<file path="config.mk">
export PLATFORM = sky130hd
export DESIGN_NAME = gnw_mul
export DESIGN_NICKNAME = d
export VERILOG_FILES = /design/src/hdl/grabcut_neighbor_weights_top_macros.svh /design/src/hdl/gnw_pkg.sv /design/src/hdl/gnw_mul.sv
export SDC_FILE = /design/constraint.sdc
export NUM_CORES = 2
export LEC_CHECK = 0
export BUFFER_PORTS_ARGS = -buffer_cell sky130_fd_sc_hd__buf_2
export CAP_MARGIN = 10
export CELL_PAD_IN_SITES_DETAIL_PLACEMENT = 1
export CELL_PAD_IN_SITES_GLOBAL_PLACEMENT = 1
export CORE_MARGIN = 2
export CORE_UTILIZATION = 45
export DETAILED_ROUTE_END_ITERATION = 16
export GPL_ROUTABILITY_DRIVEN = 0
export PLACE_DENSITY = 0.76
export SLEW_MARGIN = 20
export SYNTH_ARGS = -nofsm -noshare
export SYNTH_HDL_FRONTEND = slang
export SYNTH_SLANG_ARGS = --single-unit
export TNS_END_PERCENT = 50
</file>
<file path="constraint.sdc">
create_clock -name clk -period 11 [get_ports clk]
set_input_delay 2.2 -clock clk [delete_from_list [all_inputs] [get_ports clk]]
set_output_delay 2.2 -clock clk [all_outputs]
set_load 0.02 [all_outputs]
</file>
<file path="src/hdl/grabcut_neighbor_weights_top_macros.svh">
// ----------------------------------------------------------------------------
// Assertion macros for the neighbor weight block
// Concurrent checks that vanish when SYNTHESIS is defined.
// ----------------------------------------------------------------------------
`ifndef GRABCUT_NEIGHBOR_WEIGHTS_TOP_MACROS_SVH
`define GRABCUT_NEIGHBOR_WEIGHTS_TOP_MACROS_SVH
`ifndef SYNTHESIS
`define GNW_ASSERT_IMP(lbl, ante, cons) \
	lbl: assert property (@(posedge clk) disable iff (!arst_n) (ante) |-> (cons)) \
		else $error("gnw: same-cycle check failed");
`define GNW_ASSERT_NXT(lbl, ante, cons) \
	lbl: assert property (@(posedge clk) disable iff (!arst_n) (ante) |=> (cons)) \
		else $error("gnw: next-cycle check failed");
`else
`define GNW_ASSERT_IMP(lbl, ante, cons)
`define GNW_ASSERT_NXT(lbl, ante, cons)
`endif
`endif

</file>
<file path="src/hdl/gnw_pkg.sv">
// ----------------------------------------------------------------------------
// gnw_pkg
// Shared widths, constants, types and the reciprocal table.
// ----------------------------------------------------------------------------
package gnw_pkg;

	localparam int PIX_W      = 24;
	localparam int D2_W       = 18;
	localparam int SUM_W      = 40;
	localparam int BETA_W     = 32;
	localparam int WT_W       = 16;
	localparam int MUL_W      = 32;
	localparam int DIV_N_W    = 46;
	localparam int DIV_D_W    = 40;
	localparam int CFG_IDX_W  = 2;
	localparam int CFG_DATA_W = 16;
	localparam int DIM_REG_W  = 11;

	localparam logic [CFG_IDX_W-1:0] CFG_WIDTH  = 2'd0;
	localparam logic [CFG_IDX_W-1:0] CFG_HEIGHT = 2'd1;
	localparam logic [CFG_IDX_W-1:0] CFG_GAMMA  = 2'd2;

	localparam logic [DIM_REG_W-1:0] WIDTH_RST  = 11'd640;
	localparam logic [DIM_REG_W-1:0] HEIGHT_RST = 11'd480;
	localparam logic [WT_W-1:0]      GAMMA_RST  = 16'd12800;

	localparam logic [29:0] LN2_Q30    = 30'd744261118;
	localparam logic [30:0] Q30_ONE    = 31'd1073741824;
	localparam logic [16:0] GAIN_STR   = 17'd65536;
	localparam logic [16:0] GAIN_DIAG  = 17'd46341;
	localparam logic [3:0]  EXP_TERMS  = 4'd10;

	typedef logic [PIX_W-1:0] pix_t;

	typedef struct packed {
		logic               start;
		logic [DIV_N_W-1:0] dividend;
		logic [DIV_D_W-1:0] divisor;
	} div_req_t;

	typedef struct packed {
		logic               busy;
		logic               done;
		logic [DIV_N_W-1:0] quot;
		logic [DIV_D_W-1:0] rem;
	} div_rsp_t;

	// floor((2^32-1)/k): estimate is exact or one low for p < 2^31
	function automatic logic [31:0] recip_q32(input logic [3:0] k);
		case (k)
			4'd1:    return 32'd4294967295;
			4'd2:    return 32'd2147483647;
			4'd3:    return 32'd1431655765;
			4'd4:    return 32'd1073741823;
			4'd5:    return 32'd858993459;
			4'd6:    return 32'd715827882;
			4'd7:    return 32'd613566756;
			4'd8:    return 32'd536870911;
			4'd9:    return 32'd477218588;
			default: return 32'd429496729;
		endcase
	endfunction

endpackage

</file>
<file path="src/hdl/gnw_mul.sv">
// ----------------------------------------------------------------------------
// gnw_mul
// Shared 32x32 multiplier with a registered product.
// ----------------------------------------------------------------------------
module gnw_mul (
	input  logic                           clk,
	input  logic [gnw_pkg::MUL_W-1:0]      a,
	input  logic [gnw_pkg::MUL_W-1:0]      b,
	output logic [2*gnw_pkg::MUL_W-1:0]    prod
);
	import gnw_pkg::*;

	logic [2*MUL_W-1:0] prod_q;

	always_ff @(posedge clk) begin
		prod_q <= (2*MUL_W)'(a) * (2*MUL_W)'(b);
	end

	assign prod = prod_q;
endmodule

</file>
==> out/results.txt <==
status = completed
max reg flops = 64
Post-synth ARST share = 0%
IO Port Bufs = 128
IO Pins = 129
Tmin final = 9824 ps
startpoint types = input pin
CTS tree = built
crit-path cells = buf_2, nand2_1, fa_1, inv_1, fa_1, inv_1, fa_1, inv_1, fa_1, fa_1, fa_1, fa_1, inv_1, fa_1, inv_1, ha_1, nand4_1, or4_1, or3_1, a31oi_1, a31o_2, a211oi_1, o21ai_1, xor2_1
Die ar. = 79290 um2
CP Max Fanout = 32
Via Count = 24990
final setup fails = 0
CTS Buf Count = 9
area of the mapped netlist = 34680 um2
Max-Cap Viols = 0
Num Clock Sinks = 64
Synth cell types = 57
CP max-delay cell = fa_1
Placed Cells incl. Taps = 4710
CTS Buffer Depth = 2
register area share after synthesis = 3.695%
pre-CTS setup slack = 919.8 ps
starting density of the core = 45.58%
Iteration-0 DRC Markers = 1020
initial antenna violation count = 2
Rows = 101
most used cell, CP = fa_1
Core Area = 76080 um2
largest stage delay on the critical path = 610 ps
Fmax = 101.8 MHz
leading cell type in the layout, fill and taps excluded = fa_1
setup_tns = 0 ps
Post-Synthesis Cells = 3748
RSZ-0062 raised after global routing = false
Detailed Place HPWL = 85.44 mm
CP Class = in2reg
vias in the first global route = 30090
Top delay family on crit path = adder cells
Area growth syn-to-layout = 4.647%
yosys warns = 0
CP Capture Type = register
Final Hold Viols = 0
max-slew violations = 0
EDFF count, synth = 0
Global Route Usage Sum = 27.44%
first-pass GRT wire length = 165.8 mm
final worst-path cycle share = 89.31%
grt ovf = 0
First-pass DRT Iterations = 5
Worst-path clk slew = 60 ps
cts hold-fix bufs = 0
die width = 281.6 um
largest net degree at the start of global routing = 33
DRC = 0
fillers = 8794
commonest cells after routing, fill and taps aside = fa_1 (896), inv_1 (865), and2_1 (602), nand2_1 (480), ha_1 (263)
register area = 1281 um2
DR WL/cell = 21.71 um
CTS resizes = 0
Root Driver = clkbuf_16
Slew HR = 44.75%
Setup WS post-layout = 1176 ps
Req. time, crit path = 11280 ps
Die Y = 281.6 um
Buffers & Inverters on Critical Path = 6
layout cell share with drive strength beyond 1 = 5.005%
cell accounting for the most synthesized area = fa_1
remaining antenna violation count = 0
Post-Layout Cell Count = 4729
DR vias/cell = 5.284
top cell type's share of synthesized area = 51.73%
arrival time worst endpoint = 10100 ps
post-CTS setup buffers = 0
Syn Area/Cell = 9.252 um2
Post-layout nets = 4915
ys flop type = dfxtp_1
worst min-delay path class = in2reg
top cells by area, synth = fa_1 (52%), and2_1 (11%), ha_1 (9.5%)
actual slew at the worst max-slew pin = 828.7 ps
WL final = 102.7 mm
#FFs+latches synth = 64
Synthesized Nets = 4972
htree depth = 3
area of the multi-input gates = 29310 um2
[cells by family after synthesis]
| kind of cell | synth area share, % |
|---|---|
| buffers and inverters | 11.77 |
| multiplexers | 0.02887 |
| adder cells (fa/ha/maj) | 61.22 |
| AND/OR/NAND/NOR | 17.62 |
| AO/OA/AOI/OAI | 4.153 |
| XOR/XNOR | 1.515 |
| flip-flops | 3.695 |
[through the flow]
step | util, % | hold slack (ps) | cell area [um2]
finish | 47.70 | 2381 | 36290
global route | 47.69 | 2374 | 36280
CTS | 47.69 | 2370 | 36280
detailed placement | 47.26 | 2616 | 35950
global placement | 47.26 | 2616 | 35950
floorplan | - | 2327 | 34680
[area by class of cell]
cell class / instances / share of cell area, %
multi-input combinational: 2599 / 80.78
tap: 1030 / 3.551
clock buffer: 9 / 0.6206
sequential: 64 / 3.531
clock inverter: 7 / 0.2827
timing repair buffer: 152 / 2.262
antenna: 3 / 0.02069
inverter: 865 / 8.948
[cells in the mapped netlist (6+ instances only)]
cell and number:
a21o_1 40, a21oi_1 63, a31oi_1 12, and2_1 602, and3_1 14, buf_2 6, clkbuf_1 213, dfxtp_1 64
fa_1 896, ha_1 263, inv_1 865, nand2_1 480, nand3_1 10, nand4_1 23, nor2_1 20, nor3_1 7
o21a_1 9, o21ai_0 21, o21bai_1 10, xnor2_1 35, xor2_1 25
[path summary, 6_finish.rpt]
kind | depth (start not counted) | slack, ps | start | end
setup / recovery | 24 | 1180 | b[8] | prod[62]$_DFF_P_
hold / removal | 2 | 2380 | b[0] | prod[0]$_DFF_P_
[metal layers]
layer | track usage [%] | share of wire (%) | vias up
li1 | - | - | 10720
met2 | 51.11 | 54 | 601
met3 | 2.320 | 3.0 | 255
met4 | 14.25 | 6.0 | 0
met1 | 31.24 | 37 | 13410
met5 | 0 | 0 | -
Power is not shown: default switching activity piles up to over one toggle a cycle in this logic, so the estimate is an artifact.
