**src/hdl/grabcut_neighbor_weights_top_macros.svh**
```systemverilog
// ----------------------------------------------------------------------------
// Assertion macros for the neighbor weight block
// Concurrent checks that vanish when SYNTHESIS is defined.
// ----------------------------------------------------------------------------
`ifndef GRABCUT_NEIGHBOR_WEIGHTS_TOP_MACROS_SVH
`define GRABCUT_NEIGHBOR_WEIGHTS_TOP_MACROS_SVH
`ifndef SYNTHESIS
`define GNW_ASSERT_IMP(lbl, ante, cons) \
	lbl: assert property (@(posedge clk) disable iff (!arst_n) (ante) |-> (cons)) \
		else $error("gnw: same-cycle check failed");
`define GNW_ASSERT_NXT(lbl, ante, cons) \
	lbl: assert property (@(posedge clk) disable iff (!arst_n) (ante) |=> (cons)) \
		else $error("gnw: next-cycle check failed");
`else
`define GNW_ASSERT_IMP(lbl, ante, cons)
`define GNW_ASSERT_NXT(lbl, ante, cons)
`endif
`endif

```
**src/hdl/gnw_pkg.sv**
```systemverilog
// ----------------------------------------------------------------------------
// gnw_pkg
// Shared widths, constants, types and the reciprocal table.
// ----------------------------------------------------------------------------
package gnw_pkg;

	localparam int PIX_W      = 24;
	localparam int D2_W       = 18;
	localparam int SUM_W      = 40;
	localparam int BETA_W     = 32;
	localparam int WT_W       = 16;
	localparam int MUL_W      = 32;
	localparam int DIV_N_W    = 46;
	localparam int DIV_D_W    = 40;
	localparam int CFG_IDX_W  = 2;
	localparam int CFG_DATA_W = 16;
	localparam int DIM_REG_W  = 11;

	localparam logic [CFG_IDX_W-1:0] CFG_WIDTH  = 2'd0;
	localparam logic [CFG_IDX_W-1:0] CFG_HEIGHT = 2'd1;
	localparam logic [CFG_IDX_W-1:0] CFG_GAMMA  = 2'd2;

	localparam logic [DIM_REG_W-1:0] WIDTH_RST  = 11'd640;
	localparam logic [DIM_REG_W-1:0] HEIGHT_RST = 11'd480;
	localparam logic [WT_W-1:0]      GAMMA_RST  = 16'd12800;

	localparam logic [29:0] LN2_Q30    = 30'd744261118;
	localparam logic [30:0] Q30_ONE    = 31'd1073741824;
	localparam logic [16:0] GAIN_STR   = 17'd65536;
	localparam logic [16:0] GAIN_DIAG  = 17'd46341;
	localparam logic [3:0]  EXP_TERMS  = 4'd10;

	typedef logic [PIX_W-1:0] pix_t;

	typedef struct packed {
		logic               start;
		logic [DIV_N_W-1:0] dividend;
		logic [DIV_D_W-1:0] divisor;
	} div_req_t;

	typedef struct packed {
		logic               busy;
		logic               done;
		logic [DIV_N_W-1:0] quot;
		logic [DIV_D_W-1:0] rem;
	} div_rsp_t;

	// floor((2^32-1)/k): estimate is exact or one low for p < 2^31
	function automatic logic [31:0] recip_q32(input logic [3:0] k);
		case (k)
			4'd1:    return 32'd4294967295;
			4'd2:    return 32'd2147483647;
			4'd3:    return 32'd1431655765;
			4'd4:    return 32'd1073741823;
			4'd5:    return 32'd858993459;
			4'd6:    return 32'd715827882;
			4'd7:    return 32'd613566756;
			4'd8:    return 32'd536870911;
			4'd9:    return 32'd477218588;
			default: return 32'd429496729;
		endcase
	endfunction

endpackage

```
**src/hdl/gnw_div.sv**
```systemverilog
// ----------------------------------------------------------------------------
// gnw_div
// Restoring divider, one quotient bit per cycle.
// ----------------------------------------------------------------------------
module gnw_div (
	input  logic              clk,
	input  logic              arst_n,
	input  gnw_pkg::div_req_t req,
	output gnw_pkg::div_rsp_t rsp
);
	import gnw_pkg::*;

	localparam int CNT_W = $clog2(DIV_N_W + 1);

	logic               busy_q;
	logic               done_q;
	logic [CNT_W-1:0]   cnt_q;
	logic [DIV_N_W-1:0] quot_q;
	logic [DIV_D_W-1:0] rem_q;
	logic [DIV_D_W-1:0] dsr_q;
	logic [DIV_D_W:0]   rem_sh;
	logic [DIV_D_W:0]   rem_sub;
	logic               fits;

	assign rem_sh  = {rem_q, quot_q[DIV_N_W-1]};
	assign fits    = rem_sh >= {1'b0, dsr_q};
	assign rem_sub = rem_sh - {1'b0, dsr_q};

	always_ff @(posedge clk or negedge arst_n) begin
		if (!arst_n) begin
			busy_q <= 1'b0;
			done_q <= 1'b0;
			cnt_q  <= '0;
		end else begin
			done_q <= 1'b0;
			if (req.start) begin
				busy_q <= 1'b1;
				cnt_q  <= CNT_W'(DIV_N_W);
			end else if (busy_q) begin
				cnt_q <= cnt_q - 1'b1;
				if (cnt_q == CNT_W'(1)) begin
					busy_q <= 1'b0;
					done_q <= 1'b1;
				end
			end
		end
	end

	always_ff @(posedge clk) begin
		if (req.start) begin
			quot_q <= req.dividend;
			rem_q  <= '0;
			dsr_q  <= req.divisor;
		end else if (busy_q) begin
			quot_q <= {quot_q[DIV_N_W-2:0], fits};
			rem_q  <= fits ? rem_sub[DIV_D_W-1:0] : rem_sh[DIV_D_W-1:0];
		end
	end

	assign rsp.busy = busy_q;
	assign rsp.done = done_q;
	assign rsp.quot = quot_q;
	assign rsp.rem  = rem_q;
endmodule

```
**config.mk**
```make
export PLATFORM = sky130hd
export DESIGN_NAME = gnw_div
export DESIGN_NICKNAME = d
export VERILOG_FILES = /design/src/hdl/grabcut_neighbor_weights_top_macros.svh /design/src/hdl/gnw_pkg.sv /design/src/hdl/gnw_div.sv
export SDC_FILE = /design/constraint.sdc
export NUM_CORES = 1
export LEC_CHECK = 0
export ABC_AREA = 1
export BUFFER_PORTS_ARGS = -buffer_cell sky130_fd_sc_hd__clkbuf_2
export CAP_MARGIN = 20
export CORE_MARGIN = 2
export CORE_UTILIZATION = 35
export CTS_BUF_LIST = sky130_fd_sc_hd__clkbuf_4 sky130_fd_sc_hd__clkbuf_8
export DETAILED_ROUTE_END_ITERATION = 12
export PLACE_DENSITY = 0.66
export SYNTH_ARGS = -nofsm -noshare
export SYNTH_HDL_FRONTEND = slang
export SYNTH_SLANG_ARGS = --single-unit
```
**constraint.sdc**
```tcl
create_clock -name clk -period 5.3 [get_ports clk]
set_clock_uncertainty 0.2 [all_clocks]
set_input_delay 1.06 -clock clk [delete_from_list [all_inputs] [get_ports clk]]
set_output_delay 1.06 -clock clk [all_outputs]
set_load 0.01 [all_outputs]
```
==> flow_summary.ini <==
[timing]
timing.final.crit_share_pct = 59.8
rsz0062_at_grt = false
worst_pin_slew_ns = 1.04
period_needed_ns = 3.17
hold-worst-slack_ns = 0.227
timing.final.ws_setup_ns = 2.13
slew_headroom_pct = 30.5
fmaxAchievable_mhz = 315
hold_viol = 0
setup_viol = 0
fin_setup_tns_ns = 0
slew_violations = 0

[floorplanning]
die_w_microns = 162
die_area_sq_mm = 0.0263
start_util_pct = 35.8
core_area_sq_mm = 0.0245
rows = 57
dieHeight_microns = 162
ios = 177

[worst_setup_path]
critPathMaxFanout = 42
arrival_ns = 3.38
reg2regPathDepth = 15
cpPeakStageDelay_ns = 0.40
cp-start-kind = flop
worst_path_most_repeated_cell = nand2_1
required_ns = 5.51
r2r_end = rem_q[33]
crit_chain = inv_1, ha_1, nand2_1, inv_1, nand2_1, nand2_1, inv_1, nand3_1, nand2_1, nand3_2, nand2_4, nand2_4, nand3_1, nand2_1, nand2_1
path_buf_inv = 3
rrSetupSlack_ns = 2.13
end_kind = flop
critical_path.top_delay_family = simple AND/OR/NAND/NOR gates
crit_type = flop to flop
crit_path_start = dsr_q[8]
cp_slowest_cell = nand2_4
r2r-start = dsr_q[8]
path_depth = 15

[cts]
cts_htree_levels = 4
clk_path_buf_depth = 2
cts.sinks = 134
clkTransAtPathRegs_ns = 0.09
cts_tree = built
cts_buffers = 17
cts_resized = 0
postCtsHoldBufs = 0
clk_latency_ns = 0.47
cts_setup_buffers = 0
cts_root_buf = clkbuf_8

[final_layout]
layout.cells.non_filler = 1775
area_growth_pct = 18.3
design_area_sq_mm = 0.0104
fin_util_pct = 42.4
diodes = 0
final_nets = 1570
nFillCells = 2589
final-seq-area_sq_mm = 0.00358
drive_gt1_share_pct = 15.7
multiInputGateArea_sq_mm = 0.00416

[place]
portBuffers = 176
dp.cells = 1743
placed_cell_area_sq_mm = 0.00993
dp_worst_setup_slack_ns = 2.17
gp_congestion = 0.949
dp.final_hpwl_microns = 19700

[route]
initialDrtViolationCount = 547
ant_nets = 0
viasPerCell = 4.65
drc = 0
totalWireLength_microns = 25400
detail_route.wl_per_cell_microns = 14.3
vias = 8249
first_pass_iters = 5

[synth]
synth_area_sq_mm = 0.00876
synthesis.nets = 1399
synth-seq-cells = 134
yosys_most_used_dff = edfxtp_1
yosysSeqAreaShare_pct = 40.9
synth.top_cells.by_area = edfxtp_1 29%, nand2_1 23%, inv_1 9.3%, dfxtp_1 9.1%, ha_1 6.0%
ys_types = 36
synth_top_cells_by_count = 531 x nand2_1, 217 x inv_1, 99 x nand3_1, 86 x edfxtp_1, 76 x nor2_1
yosys.area.top_type = edfxtp_1
yosys.area.top_type_share_pct = 29.5
synthCells = 1267
avgSynthCellArea_sq_um = 6.91
synth_edf_count = 86
postSynth.asyncResetShare_pct = 5.97
yosysMostFrequentCell = nand2_1
ys_warn_count = 0

[power_and_ir_drop]
power.density_mw_per_mm2 = 435
finalPower_mw = 4.51
p_leak_nw = 5.69
peakVddDrop_v = 0.000171

[global_routing]
grt_pass1_vias = 7928
grt_use_total_pct = 19.9
grt_pass1_wl_microns = 41000
antenna_found_initial = 1
grt_max_degree = 53
overflow = 0

[worst_hold_path]
hold_path_class = primary input to async pin

[outcome]
outcome = completed

[flow_run]
max_cap_violations = 0
-- state kept, by name (all words and copies together), names as in the netlist --
register  count
quot_q       46
dsr_q        40
cnt_q         6
busy_q        1
rem_q        40
done_q        1
-- layer usage --
layer  vias up  track usage (%)  routed length, microns
li1       4247                -                       -
met1      3764             26.2                   11900
met2       209             33.0                   11700
met3        27             4.72                    1520
met4         2             4.91                     342
met5         -                0                      13
-- cells in the final DEF, fill, tap and decap left out, types with 2 or more instances in the layout --
| cell type | synthesis | routed |
|---|---|---|
| buf_4 | 7 | 8 |
| dfxtp_1 | 40 | 40 |
| inv_1 | 217 | 217 |
| nand3_1 | 99 | 99 |
| a21o_1 | 2 | 2 |
| nor2_2 | 4 | 5 |
| nand2_1 | 531 | 531 |
| clkbuf_2 | 0 | 175 |
| clkinv_8 | 0 | 2 |
| clkbuf_8 | 0 | 17 |
| a31oi_1 | 2 | 2 |
| o21bai_1 | 2 | 2 |
| dfrtp_1 | 8 | 8 |
| xnor2_1 | 21 | 21 |
| edfxtp_1 | 86 | 86 |
| clkinv_1 | 6 | 6 |
| and2_1 | 2 | 2 |
| bufinv_16 | 0 | 2 |
| ha_1 | 42 | 42 |
| o21ai_1 | 18 | 18 |
| nor3_1 | 7 | 7 |
| nor2_1 | 76 | 75 |
| nand3b_1 | 20 | 20 |
| nand2_4 | 2 | 2 |
| o21ai_0 | 12 | 12 |
| nand4_1 | 4 | 4 |
| inv_8 | 0 | 5 |
| a21oi_1 | 25 | 25 |
| a21oi_2 | 2 | 2 |
| inv_6 | 0 | 5 |
-- layout make-up --
class	count	area share (%)
Tap cell	324	3.91
Clock buffer	17	2.26
Multi-Input combinational cell	878	40.2
Sequential cell	134	34.6
Inverter	224	8.11
Clock inverter	15	1.94
Timing Repair Buffer	183	9.03
-- power by group --
group / internal, mW / leakage, nW / switching, mW
registers: 1.29 / 1.31 / 0.132
clock network: 0.450 / 0.221 / 0.521
logic: 0.770 / 4.15 / 1.35
total: 2.51 / 5.69 / 2.00
-- kinds of logic (layout without fill, tap and decap cells) --
kind of cell,count (synthesis),after routing,synth area share (%)
xor+xnor,22,22,2.20
buf+inv,255,439,11.6
simple gates,747,747,34.9
compound gates,66,66,4.13
fa+ha+maj,43,43,6.23
flops,134,134,40.9
-- worst max path at each step --
stage                     end
finish              rem_q[33]
global route        rem_q[33]
CTS                 rem_q[33]
detailed placement  rem_q[12]
global placement    rem_q[12]
floorplan           quot_q[0]
(Power assumes the default switching activity.)
